**config.mk**
```make
export PLATFORM = sky130hd
export DESIGN_NAME = sif_front
export DESIGN_NICKNAME = d
export VERILOG_FILES = /design/src/sif_pkg.sv /design/src/sif_front.sv
export SDC_FILE = /design/constraint.sdc
export NUM_CORES = 1
export LEC_CHECK = 0
export ABC_AREA = 1
export BUFFER_PORTS_ARGS = -buffer_cell sky130_fd_sc_hd__buf_2
export CORE_AREA = 2 2 107 109
export DETAILED_ROUTE_END_ITERATION = 7
export DIE_AREA = 0 0 109 111
export GPL_ROUTABILITY_DRIVEN = 0
export PLACE_DENSITY = 0.49
export SETUP_SLACK_MARGIN = 0.1
export SLEW_MARGIN = 40
export SYNTH_ARGS = -nofsm -noshare
export SYNTH_HDL_FRONTEND = slang
export SYNTH_SLANG_ARGS = --single-unit
```
**constraint.sdc**
```tcl
create_clock -name vclk -period 0.8
set_input_delay 0.12 -clock vclk [all_inputs]
set_output_delay 0.12 -clock vclk [all_outputs]
set_load 0.02 [all_outputs]
```
**src/sif_pkg.sv**
```systemverilog
// ----------------------------------------------------------------------------
// sif_pkg
// Types and constants shared by the stateful ingress flow filter.
// ----------------------------------------------------------------------------
package sif_pkg;

	localparam logic [15:0] IPV4_ETHERTYPE = 16'h0800;
	localparam logic [3:0]  IPV4_VERSION   = 4'd4;
	localparam logic [15:0] L4_BYTES       = 16'd54;
	localparam logic [5:0]  MAX_PREFIX     = 6'd32;

	localparam logic [2:0] RSN_NOT_CHECKED = 3'd0;
	localparam logic [2:0] RSN_EXISTING    = 3'd1;
	localparam logic [2:0] RSN_REPLY       = 3'd2;
	localparam logic [2:0] RSN_NO_RULE     = 3'd3;
	localparam logic [2:0] RSN_ACCEPT      = 3'd4;
	localparam logic [2:0] RSN_DENY        = 3'd5;
	localparam logic [2:0] RSN_WRITTEN     = 3'd6;

	typedef enum logic [1:0] {
		JOB_WRITE,
		JOB_PASS,
		JOB_LOOKUP
	} job_kind_t;

	typedef struct packed {
		logic        req_type;
		logic [15:0] frame_length;
		logic [15:0] ether_type;
		logic [3:0]  ip_version;
		logic [7:0]  protocol;
		logic [31:0] src_ip;
		logic [31:0] dst_ip;
		logic [15:0] l4_src;
		logic [15:0] l4_dst;
		logic [6:0]  rule_index;
		logic [5:0]  rule_prefix_len;
		logic        rule_enable;
	} in_t;

	typedef struct packed {
		logic        verdict;
		logic [2:0]  reason;
		logic        event_valid;
		logic [31:0] event_src_ip;
		logic [31:0] event_dst_ip;
		logic [15:0] event_src_port;
		logic [15:0] event_dst_port;
		logic [7:0]  event_protocol;
		logic        conn_inserted;
	} out_t;

	typedef struct packed {
		job_kind_t   kind;
		logic [7:0]  protocol;
		logic [31:0] src_ip;
		logic [31:0] dst_ip;
		logic [15:0] l4_src;
		logic [15:0] l4_dst;
		logic [6:0]  rule_index;
		logic [5:0]  pfx_len;
		logic        enable;
	} job_t;

	typedef struct packed {
		logic [5:0]  pfx_len;
		logic [7:0]  protocol;
		logic [15:0] port_lo;
		logic [15:0] port_hi;
	} rule_t;

endpackage

```
**src/sif_front.sv**
```systemverilog
// ----------------------------------------------------------------------------
// sif_front
// Classifies incoming requests into queue jobs and byte-swaps the L4 ports of packet headers.
// ----------------------------------------------------------------------------
module sif_front (
	input  sif_pkg::in_t  req,
	output sif_pkg::job_t job
);
	import sif_pkg::*;

	logic checkable;

	assign checkable = (req.frame_length >= L4_BYTES) && (req.ether_type == IPV4_ETHERTYPE)
		&& (req.ip_version == IPV4_VERSION);

	always_comb begin
		job.protocol   = req.protocol;
		job.src_ip     = req.src_ip;
		job.dst_ip     = req.dst_ip;
		job.rule_index = req.rule_index;
		job.pfx_len    = (req.rule_prefix_len > MAX_PREFIX) ? MAX_PREFIX : req.rule_prefix_len;
		job.enable     = req.rule_enable;
		if (req.req_type) begin
			job.kind   = JOB_WRITE;
			job.l4_src = req.l4_src;
			job.l4_dst = req.l4_dst;
		end else begin
			job.kind   = checkable ? JOB_LOOKUP : JOB_PASS;
			job.l4_src = {req.l4_src[7:0], req.l4_src[15:8]};
			job.l4_dst = {req.l4_dst[7:0], req.l4_dst[15:8]};
		end
	end

endmodule

```
# Word-level counts from Yosys, hierarchy flattened
# Cells that the tools add are included.
[word_totals] reg_bits=0 output_inout_bits=120
[op_classes] magnitude_cmp=2 n_eq_ne=2 n_mux=4 n_reduce_logical=2
[op_table] operator="32-bit 2-to-1 mux" n=1
[op_table] operator="16-bit by 12-bit == test with 1-bit output (second input constant)" n=1
[op_table] operator="16-bit by 6-bit greater-or-equal comparator with 1-bit output (second input constant)" n=1
[op_table] operator="6-bit > comparator (second input constant)" n=1
[op_table] operator="6-bit 2-to-1 mux" n=1
[op_table] operator="4-bit by 3-bit == test with 1-bit output (second input constant)" n=1
[op_table] operator="2-bit 2-to-1 mux" n=2
[op_table] operator="1-bit logical AND" n=2

# Longest topological paths before layout
[logic_depth] depth_word=5 mapped_depth=8 ltp_nobuf=8

# Worst setup path before layout
# No wires, ideal clock.
[synth_timing] path_type="input to output" startpoint="input req[119] in the netlist's numbering" endpoint="output job[119] in the netlist's numbering" arrival_time_ps=809 required_time_ps=680 setup_slack_ps=-129 stages=6 path_buffers=0 cell_sequence="or2_1 nor2_2 nand2_1 nor2_2 nand2_1 nor2_2"
[synth_lines] item="start: declaration" line_no="sif_front.sv:6" source="input sif_pkg::in_t req,"
[synth_lines] item="end: declaration" line_no="sif_front.sv:7" source="output sif_pkg::job_t job"

==> impl_metrics.csv <==
group,metric,value,unit
hold_path,holdPathEnd,"job[0]",
flow_run,max_cap_viol_count,0,
timing,hold_viol_final,0,
finish,fin_cells,414,
placement,place_worst_setup_slack,-0.404,ns
routing,viasPerCell,3.54,
hold_path,min_path_type,"in -> out",
timing,fin_crit,1.15,ns
finish,finalInstanceArea,2660,um2
yosys,synthCells,226,
worst_setup_path,cp_num_buf_inv,2,
finish,area_growth,115,%
routing,ant_nets,0,
yosys,ys_types,17,
floorplan,core_area,11100,um2
routing,route.detailed.drc,0,
finish,nFlopsAndLatches,0,
finish,fin_util,24.0,%
placement,numPortBuffers,114,
yosys,synth_area,1240,um2
yosys,synth_nets,381,
worst_setup_path,critPathTopFamily,"simple AND/OR/NAND/NOR gates",
global_route,gr-max-usage-layer,"met2",
routing,totalWireLength,5090,um
routing,dr.pass1.iters,3,
finish,regArea,0,um2
finish,final_common_cell,"buf_2",
global_route,use_met1,7.75,%
floorplan,rows,39,
routing,drt-initial-drc-count,16,
global_route,grt_start_max_net_pins,8,
floorplan,io_pins,275,
hold_path,min_path_cells,0,
global_route,grt_pass1_wl,7490,um
status,status,"finished, violations left",
worst_setup_path,required,0.68,ns
finish,drive_gt1_share,80.4,%
yosys,syn_area_per_cell,5.49,um2
global_route,grt-ovfl-total,0,
worst_setup_path,end_kind,"primary output",
placement,dp_hpwl,3670,um
finish,n_antenna_cell,0,
power_and_ir_drop,p_leak,0.00120,uW
routing,via_count,1464,
finish,fillers,1186,
worst_setup_path,crit_fanout,2,
timing,setup_violations,36,
worst_setup_path,cpPeakStageDelay,0.24,ns
status,violations,"negative setup slack",
worst_setup_path,crit_type,"in -> out",
worst_setup_path,cp.depth,8,
power_and_ir_drop,finalPower,1620,uW
timing,maxSlewHeadroom,84.4,%
finish,layout_common_cells,"buf_2 (70), buf_6 (41), nor2_4 (22)",
global_route,antenna_found_initial,0,
finish,fin_nets,428,
global_route,use_met3,1.88,%
yosys,ys_seq_area_share,0,%
worst_setup_path,cp_slowest_cell,"or2_4",
power_and_ir_drop,ir_drop,266,uV
timing,slew_viol_final,0,
global_route,grt_usage,7.69,%
floorplan,die_h,111,um
placement,dp_cells,402,
timing,rsz0062_at_grt,"yes",
routing,wl_per_cell,12.3,um
placement,dpl_cell_area,1800,um2
global_route,grtUsageMet2,14.7,%
worst_setup_path,crit_arrival,1.03,ns
finish,nClkBuffers,0,
yosys,yosysWarnings,0,
hold_path,hold_start,"req[0]",
worst_setup_path,start_kind,"primary input",
timing,post-route-period-util,144,%
global_route,grt_pass1_vias,1508,
timing,tightestPinTransition,0.233,ns
timing,timing.fmax,867,MHz
floorplan,die-width,109,um
floorplan,initial_core_util,11.2,%
worst_setup_path,worstPathCellList,"buf_6, or2_4, nor2_4, nand2_1, nor2_2, nand2_2, nor2_4, buf_6",
floorplan,die_area,12100,um2
timing,setup_ws,-0.354,ns
power_and_ir_drop,powerDensity,610,nW/um2
-- synthesized netlist by cell type --
cell,number,share of area [%]
nor2_1,37,11
clkbuf_1,2,0.61
buf_4,81,49
nand3_1,3,1.2
or2_1,1,0.50
buf_8,1,1.2
o21ai_0,1,0.40
nand4_1,1,0.50
buf_2,4,1.6
a21oi_1,16,6.5
o21ai_1,16,6.5
nor2_2,5,2.5
inv_2,1,0.30
inv_1,26,7.9
nand2_1,28,8.5
and2_1,2,1.0
a21boi_1,1,0.61
-- metrics by stage --
step | TNS [ns] | hold WS (ns)
finish | -4.11 | 0.240
global route | -5.19 | 0.240
CTS | -5.62 | 0.240
detailed placement | -6.71 | 0.240
global placement | -6.23 | 0.240
floorplan | -0.294 | 0.305
-- worst max-delay path by stage --
| stage | slack [ns] | start | endpoint |
|---|---|---|---|
| 2_1_floorplan | -0.1 | req[119] | job[119] |
| 3_3_place_gp | -0.40 | req[119] | job[119] |
| 5_1_grt | -0.43 | req[119] | job[119] |
| 3_5_place_dp | -0.40 | req[119] | job[119] |
| 4_1_cts | -0.37 | req[119] | job[119] |
| 6_report | -0.35 | req[119] | job[119] |
-- layout make-up --
cell class | instances | area, um2 | area share, %
multi-input cells | 111 | 1110 | 41.9
repair buffers | 133 | 1250 | 46.9
well taps | 143 | 179 | 6.72
inverters | 27 | 119 | 4.46
-- layer usage --
layer  share of wire (%)  up-vias
met5                   0        -
met3                  11       18
li1                    -      698
met2                  54       93
met1                  31      655
met4                 4.5        0
-- power breakdown --
part / total, uW / leakage, uW / switching, uW / internal (uW)
registers: 0 / 0 / 0 / 0
logic: 1620 / 0.00120 / 785 / 838
clock network: 0 / 0 / 0 / 0
total: 1620 / 0.00120 / 785 / 838
-- logic make-up after synthesis --
group	share of synthesized area [%]
compound gates	13.9
buf+inv	60.6
simple gates	25.4
-- what timing repair did --
action	CTS	global route
pin swaps	26	13
buffers inserted	8	0
gates cloned	7	0
endpoints found under the setup margin	39	39
hold buffers	0	0
resized for setup	148	34
(Power assumes the default switching activity.)
