File: src/sif_pkg.sv
// ----------------------------------------------------------------------------
// sif_pkg
// Types and constants shared by the stateful ingress flow filter.
// ----------------------------------------------------------------------------
package sif_pkg;

	localparam logic [15:0] IPV4_ETHERTYPE = 16'h0800;
	localparam logic [3:0]  IPV4_VERSION   = 4'd4;
	localparam logic [15:0] L4_BYTES       = 16'd54;
	localparam logic [5:0]  MAX_PREFIX     = 6'd32;

	localparam logic [2:0] RSN_NOT_CHECKED = 3'd0;
	localparam logic [2:0] RSN_EXISTING    = 3'd1;
	localparam logic [2:0] RSN_REPLY       = 3'd2;
	localparam logic [2:0] RSN_NO_RULE     = 3'd3;
	localparam logic [2:0] RSN_ACCEPT      = 3'd4;
	localparam logic [2:0] RSN_DENY        = 3'd5;
	localparam logic [2:0] RSN_WRITTEN     = 3'd6;

	typedef enum logic [1:0] {
		JOB_WRITE,
		JOB_PASS,
		JOB_LOOKUP
	} job_kind_t;

	typedef struct packed {
		logic        req_type;
		logic [15:0] frame_length;
		logic [15:0] ether_type;
		logic [3:0]  ip_version;
		logic [7:0]  protocol;
		logic [31:0] src_ip;
		logic [31:0] dst_ip;
		logic [15:0] l4_src;
		logic [15:0] l4_dst;
		logic [6:0]  rule_index;
		logic [5:0]  rule_prefix_len;
		logic        rule_enable;
	} in_t;

	typedef struct packed {
		logic        verdict;
		logic [2:0]  reason;
		logic        event_valid;
		logic [31:0] event_src_ip;
		logic [31:0] event_dst_ip;
		logic [15:0] event_src_port;
		logic [15:0] event_dst_port;
		logic [7:0]  event_protocol;
		logic        conn_inserted;
	} out_t;

	typedef struct packed {
		job_kind_t   kind;
		logic [7:0]  protocol;
		logic [31:0] src_ip;
		logic [31:0] dst_ip;
		logic [15:0] l4_src;
		logic [15:0] l4_dst;
		logic [6:0]  rule_index;
		logic [5:0]  pfx_len;
		logic        enable;
	} job_t;

	typedef struct packed {
		logic [5:0]  pfx_len;
		logic [7:0]  protocol;
		logic [15:0] port_lo;
		logic [15:0] port_hi;
	} rule_t;

endpackage

File: src/sif_queue.sv
// ----------------------------------------------------------------------------
// sif_queue
// Two-entry job queue between the front and back parts.
// ----------------------------------------------------------------------------
module sif_queue (
	input  logic          clk,
	input  logic          arst_n,
	input  logic          push,
	input  sif_pkg::job_t push_job,
	output logic          full,
	input  logic          pop,
	output logic          not_empty,
	output sif_pkg::job_t head
);
	import sif_pkg::*;

	job_t       mem_q [2];
	logic       wr_q;
	logic       rd_q;
	logic [1:0] cnt_q;

	assign full      = (cnt_q == 2'd2);
	assign not_empty = (cnt_q != 2'd0);
	assign head      = mem_q[rd_q];

	always_ff @(posedge clk) begin
		if (push) begin
			mem_q[wr_q] <= push_job;
		end
	end

	always_ff @(posedge clk or negedge arst_n) begin
		if (!arst_n) begin
			wr_q  <= 1'b0;
			rd_q  <= 1'b0;
			cnt_q <= 2'd0;
		end else begin
			if (push) begin
				wr_q <= ~wr_q;
			end
			if (pop) begin
				rd_q <= ~rd_q;
			end
			if (push && !pop) begin
				cnt_q <= cnt_q + 2'd1;
			end else if (pop && !push) begin
				cnt_q <= cnt_q - 2'd1;
			end
		end
	end

endmodule

File: config.mk
export PLATFORM = sky130hd
export DESIGN_NAME = sif_queue
export DESIGN_NICKNAME = d
export VERILOG_FILES = /design/src/sif_pkg.sv /design/src/sif_queue.sv
export SDC_FILE = /design/constraint.sdc
export NUM_CORES = 1
export LEC_CHECK = 0
export BUFFER_PORTS_ARGS = -buffer_cell sky130_fd_sc_hd__buf_4
export CAP_MARGIN = 20
export CELL_PAD_IN_SITES_DETAIL_PLACEMENT = 2
export CELL_PAD_IN_SITES_GLOBAL_PLACEMENT = 2
export CORE_UTILIZATION = 41
export CTS_CLUSTER_SIZE = 10
export DETAILED_ROUTE_END_ITERATION = 16
export GPL_ROUTABILITY_DRIVEN = 0
export HOLD_SLACK_MARGIN = 0.03
export PLACE_DENSITY_LB_ADDON = 0.05
export RECOVER_POWER = 100
export SLEW_MARGIN = 20
export SYNTH_ARGS = -nofsm -noshare
export SYNTH_HDL_FRONTEND = slang
export SYNTH_SLANG_ARGS = --single-unit
File: constraint.sdc
create_clock -name clk -period 15.1 [get_ports clk]
set_clock_uncertainty 0.05 [all_clocks]
set_input_delay 0.755 -clock clk [delete_from_list [all_inputs] [get_ports clk]]
set_output_delay 0.755 -clock clk [all_outputs]
set_load 0.02 [all_outputs]
## Word level (Yosys, flattened, before mapping)

Memory sizes are Yosys's and may differ from the RTL's.
Index checks and enable logic that the tools add are counted.

- Register bits after elaboration: 4
- Bits in latches: 0
- RAM bits: 240
- ROM bits: 0
- Input bits: 124
- Output and inout port bits: 122
- Memories: 1

- $add $sub $neg: 2
- Multiply operators: 0
- Div/mod/pow operators: 0
- Magnitude comparators: 0
- Eq/ne operators: 1
- Shift operators: 0
- Muxes and demuxes: 4
- Bitwise logic cells: 2
- Reductions and logical operators: 6

Memory list:

| memory | depth | bits a word | read ports | clocked after Yosys merged registers in | wr ports | line | RTL |
|---|---|---|---|---|---|---|---|
| mem_q | 2 | 120 | 1 | 0 | 1 | sif_queue.sv:17 | `job_t mem_q [2];` |

Operator list:

| operator | count |
|---|---|
| 2-bit two-way mux | 2 |
| 2-bit nonzero test | 2 |
| 2-bit by 1-bit adder with 2-bit output (second input constant) | 1 |
| 2-bit equality test (second input constant) | 1 |
| 1-bit logical AND | 2 |
| 1-bit zero test | 2 |
| 1-bit two-way mux | 2 |
| 1-bit NOT | 2 |
| 2-bit by 1-bit subtractor with 2-bit output (second input constant) | 1 |

## Longest topological paths before layout

- Depth after elaboration: 4
- Depth in mapped cells: 5
- Mapped depth without buffers: 5

## Worst setup path after synthesis

OpenSTA, ideal clock, no wires.

- Kind: in2reg
- Start: in push
- End: mem mem_q[0][0] in the netlist's numbering (enable)
- Setup time: 0.615 ns
- Arrival: 5.961 ns
- Data required time: 14.435 ns
- Slack: 8.474 ns
- Stages on the path: 1
- Buffers on the path: 0
- Path through: nor2b_1

- Cells in the longest elaborated chain, start to end: 2

RTL lines:

| item | line | RTL |
|---|---|---|
| start: declaration | sif_queue.sv:8 | `input logic push,` |
| 1-bit two-way mux | sif_queue.sv:27 | `if (push) begin` |
| 1-bit two-way mux (implied by the code) | sif_queue.sv:28 | `mem_q[wr_q] <= push_job;` |
| end: declaration | sif_queue.sv:17 |  |

Every way passes these cells.

==> results.sh <==
export IMPL_clk_path_buf_depth=3
export IMPL_period_minus_slack_ps=7340
export IMPL_p_sw_share_pct=32.2
export IMPL_coreArea_mm2=0.0211
export IMPL_failed_checks="capacitance limit, slew limit"
export IMPL_wl_met1_mm=7.45
export IMPL_slew_violations=372
export IMPL_multi_input_area_mm2=0.00144
export IMPL_postRouteWirelength_mm=20.8
export IMPL_ff_latch_area_mm2=0.00731
export IMPL_avgSynthCellArea_um2=22.8
export IMPL_status="finished with violations"
export IMPL_grt_pass1_vias=5201
export IMPL_timing_hold_ws_ps=383
export IMPL_layout_common_cells="edfxtp_1, clkbuf_1, mux2_2, clkbuf_4, clkbuf_16"
export IMPL_htree_levels=1
export IMPL_placedCellCount=900
export IMPL_ys_ff_latch=244
export IMPL_worst_slew_pin_slew_ps=4750
export IMPL_p_seq_share_pct=43.4
export IMPL_start_util_pct=42.1
export IMPL_io_buffers=245
export IMPL_met2WireLength_mm=11.2
export IMPL_overflow=0
export IMPL_dr_wl_met3_mm=1.74
export IMPL_nFillCells=1946
export IMPL_final_common_cell="edfxtp_1"
export IMPL_crit_type="flip-flop to output pin"
export IMPL_track_usage_pct=18.6
export IMPL_power_density_mw_per_mm2=201
export IMPL_drc_errors=0
export IMPL_vias=4596
export IMPL_post_cts_setup_buffers=0
export IMPL_finalCritPeriodShare_pct=48.6
export IMPL_synthesis_instances=389
export IMPL_io_pins=246
export IMPL_grt_max_degree=82
export IMPL_leakage_nw=3.80
export IMPL_dp_hpwl_mm=13.7
export IMPL_synth_nets=514
export IMPL_routed_via_density=4.86
export IMPL_clock_fmax_mhz=136
export IMPL_rows=53
export IMPL_fin_util_pct=52.9
export IMPL_required_ps=14300
export IMPL_placed_area_mm2=0.0110
export IMPL_dieArea_mm2=0.0222
export IMPL_start_kind="flip-flop"
export IMPL_cts_tree="done"
export IMPL_setup_tns_ps=0
export IMPL_ys_warn_count=0
export IMPL_synth_cell_types=14
export IMPL_switchingPower_mw=0.721
export IMPL_area_delta_synth_final_pct=25.7
export IMPL_layout_drive_gt1_share_pct=33.3
export IMPL_crit_arrival_ps=6530
export IMPL_dr_pass1_iters=4
export IMPL_p_comb_share_pct=30.2
export IMPL_insertion_delay_ps=520
export IMPL_cap_violations=7
export IMPL_die_height_um=149
export IMPL_numCtsBuffers=28
export IMPL_intPower_mw=1.52
export IMPL_hold_viol_final=0
export IMPL_finalNonFillerCells=945
export IMPL_synth_seq_area_share_pct=82.4
export IMPL_layout_nets=781
export IMPL_setup_violations=0
export IMPL_highest_layer="met5"
export IMPL_path_max_fanout=81
export IMPL_slew_headroom_pct=-217
export IMPL_cts_sinks=244
export IMPL_vdd_drop_max_mv=0.0898
export IMPL_root_buffer="clkbuf_16"
export IMPL_grt_setup_unrepaired="no"
export IMPL_first_iter_violations=163
export IMPL_stdcell_area_mm2=0.0112
export IMPL_die_w_um=149
export IMPL_grt_pass1_wl_mm=30.5
export IMPL_ant_nets=0
export IMPL_clock_power_share_pct=26.4
export IMPL_wl_per_cell_um=22.0
export IMPL_syn_cell_area_mm2=0.00887
export IMPL_path_clk_slew_ps=60
export IMPL_antenna_found_initial=2
export IMPL_endpoint_kind="output pin"
export IMPL_hold_class="input pin to flip-flop"
==> metrics by stage <==
| stage | worst slack [ps] | power, mW |
|---|---|---|
| finish | 7760 | 2.24 |
| CTS | 11240 | 2.36 |
| global route | 7130 | 2.34 |
| global placement | 11880 | 1.72 |
| floorplan | 8470 | 1.45 |
| detailed placement | 11820 | 1.75 |
==> cells in the mapped netlist <==
cell	n	share of area (%)
edfxtp_1	240	81
mux2_2	120	15
buf_6	9	1.1
dfrtp_1	4	1.1
xor2_1	4	0.39
buf_2	3	0.17
nor2b_1	2	0.14
and2_1	1	0.071
buf_4	1	0.085
ha_1	1	0.14
inv_1	1	0.042
nor2_1	1	0.042
or2_2	1	0.071
xnor2_1	1	0.099
==> final timing paths <==
kind	from	cells after the start	slack [ps]	endpoint
setup / recovery	rd_q	3	7760	head[98]
hold / removal	pop	2	380	rd_q
setup reg to reg	wr_q	2	8680	mem_q[1][36]
hold reg to reg	cnt_q[1]	1	440	cnt_q[1]
max in group asynchronous	arst_n	2	14230	cnt_q[1]
min in group asynchronous	arst_n	2	580	rd_q
==> flip-flops by register name, summed over array words and instances, names as in the netlist <==
name   cells
mem_q    240
rd_q       1
wr_q       1
cnt_q      2
==> cell type report <==
class | instances | share of cell area, %
Timing Repair Buffer | 250 | 11.5
Antenna cell | 1 | 0.0224
Sequential cell | 244 | 65.5
Multi-Input combinational cell | 131 | 12.9
Tap cell | 275 | 3.09
Clock inverter | 1 | 0.0337
Inverter | 1 | 0.0337
Clock buffer | 42 | 6.95
==> routing by layer <==
metal | GRT usage [%] | vias up
met2 | 34.3 | 163
met5 | 0 | -
met3 | 6.51 | 32
li1 | - | 2081
met4 | 5.31 | 2
met1 | 20.0 | 2318
==> power by group through the flow <==
stage | clock, mW | sequential, mW | combinational, mW
after global placement | 0 | 0.959 | 0.762
after floorplan | 0 | 0.954 | 0.495
after CTS | 0.610 | 0.963 | 0.784
after global routing | 0.632 | 0.986 | 0.719
after detailed placement | 0 | 0.974 | 0.777
final | 0.591 | 0.970 | 0.675
==> what timing repair did <==
action,CTS,global route
endpoints found under the hold margin,4,0
hold buffers,1,0
setup endpoints to repair,0,0
gates resized for setup,0,0
==> worst max-delay path, cell delays in order, from the launching register on <==
cell and delay (ps):
dfrtp_1 1580, clkbuf_1 3440, mux2_2 660, clkbuf_1 300
==> logic make-up (layout without fill, tap and decap cells) <==
| logic type | Yosys count | in the layout | share of synthesized area (%) |
|---|---|---|---|
| DFF | 244 | 244 | 82.4 |
| muxes | 120 | 120 | 15.2 |
| buffers and inverters | 14 | 294 | 1.44 |
| xor gates and xnor gates | 5 | 5 | 0.494 |
| and+or+nand+nor | 5 | 5 | 0.324 |
| adders and majority gates | 1 | 1 | 0.141 |
| other | 0 | 1 | 0 |
No activity file was read; power rests on OpenSTA's default activity.
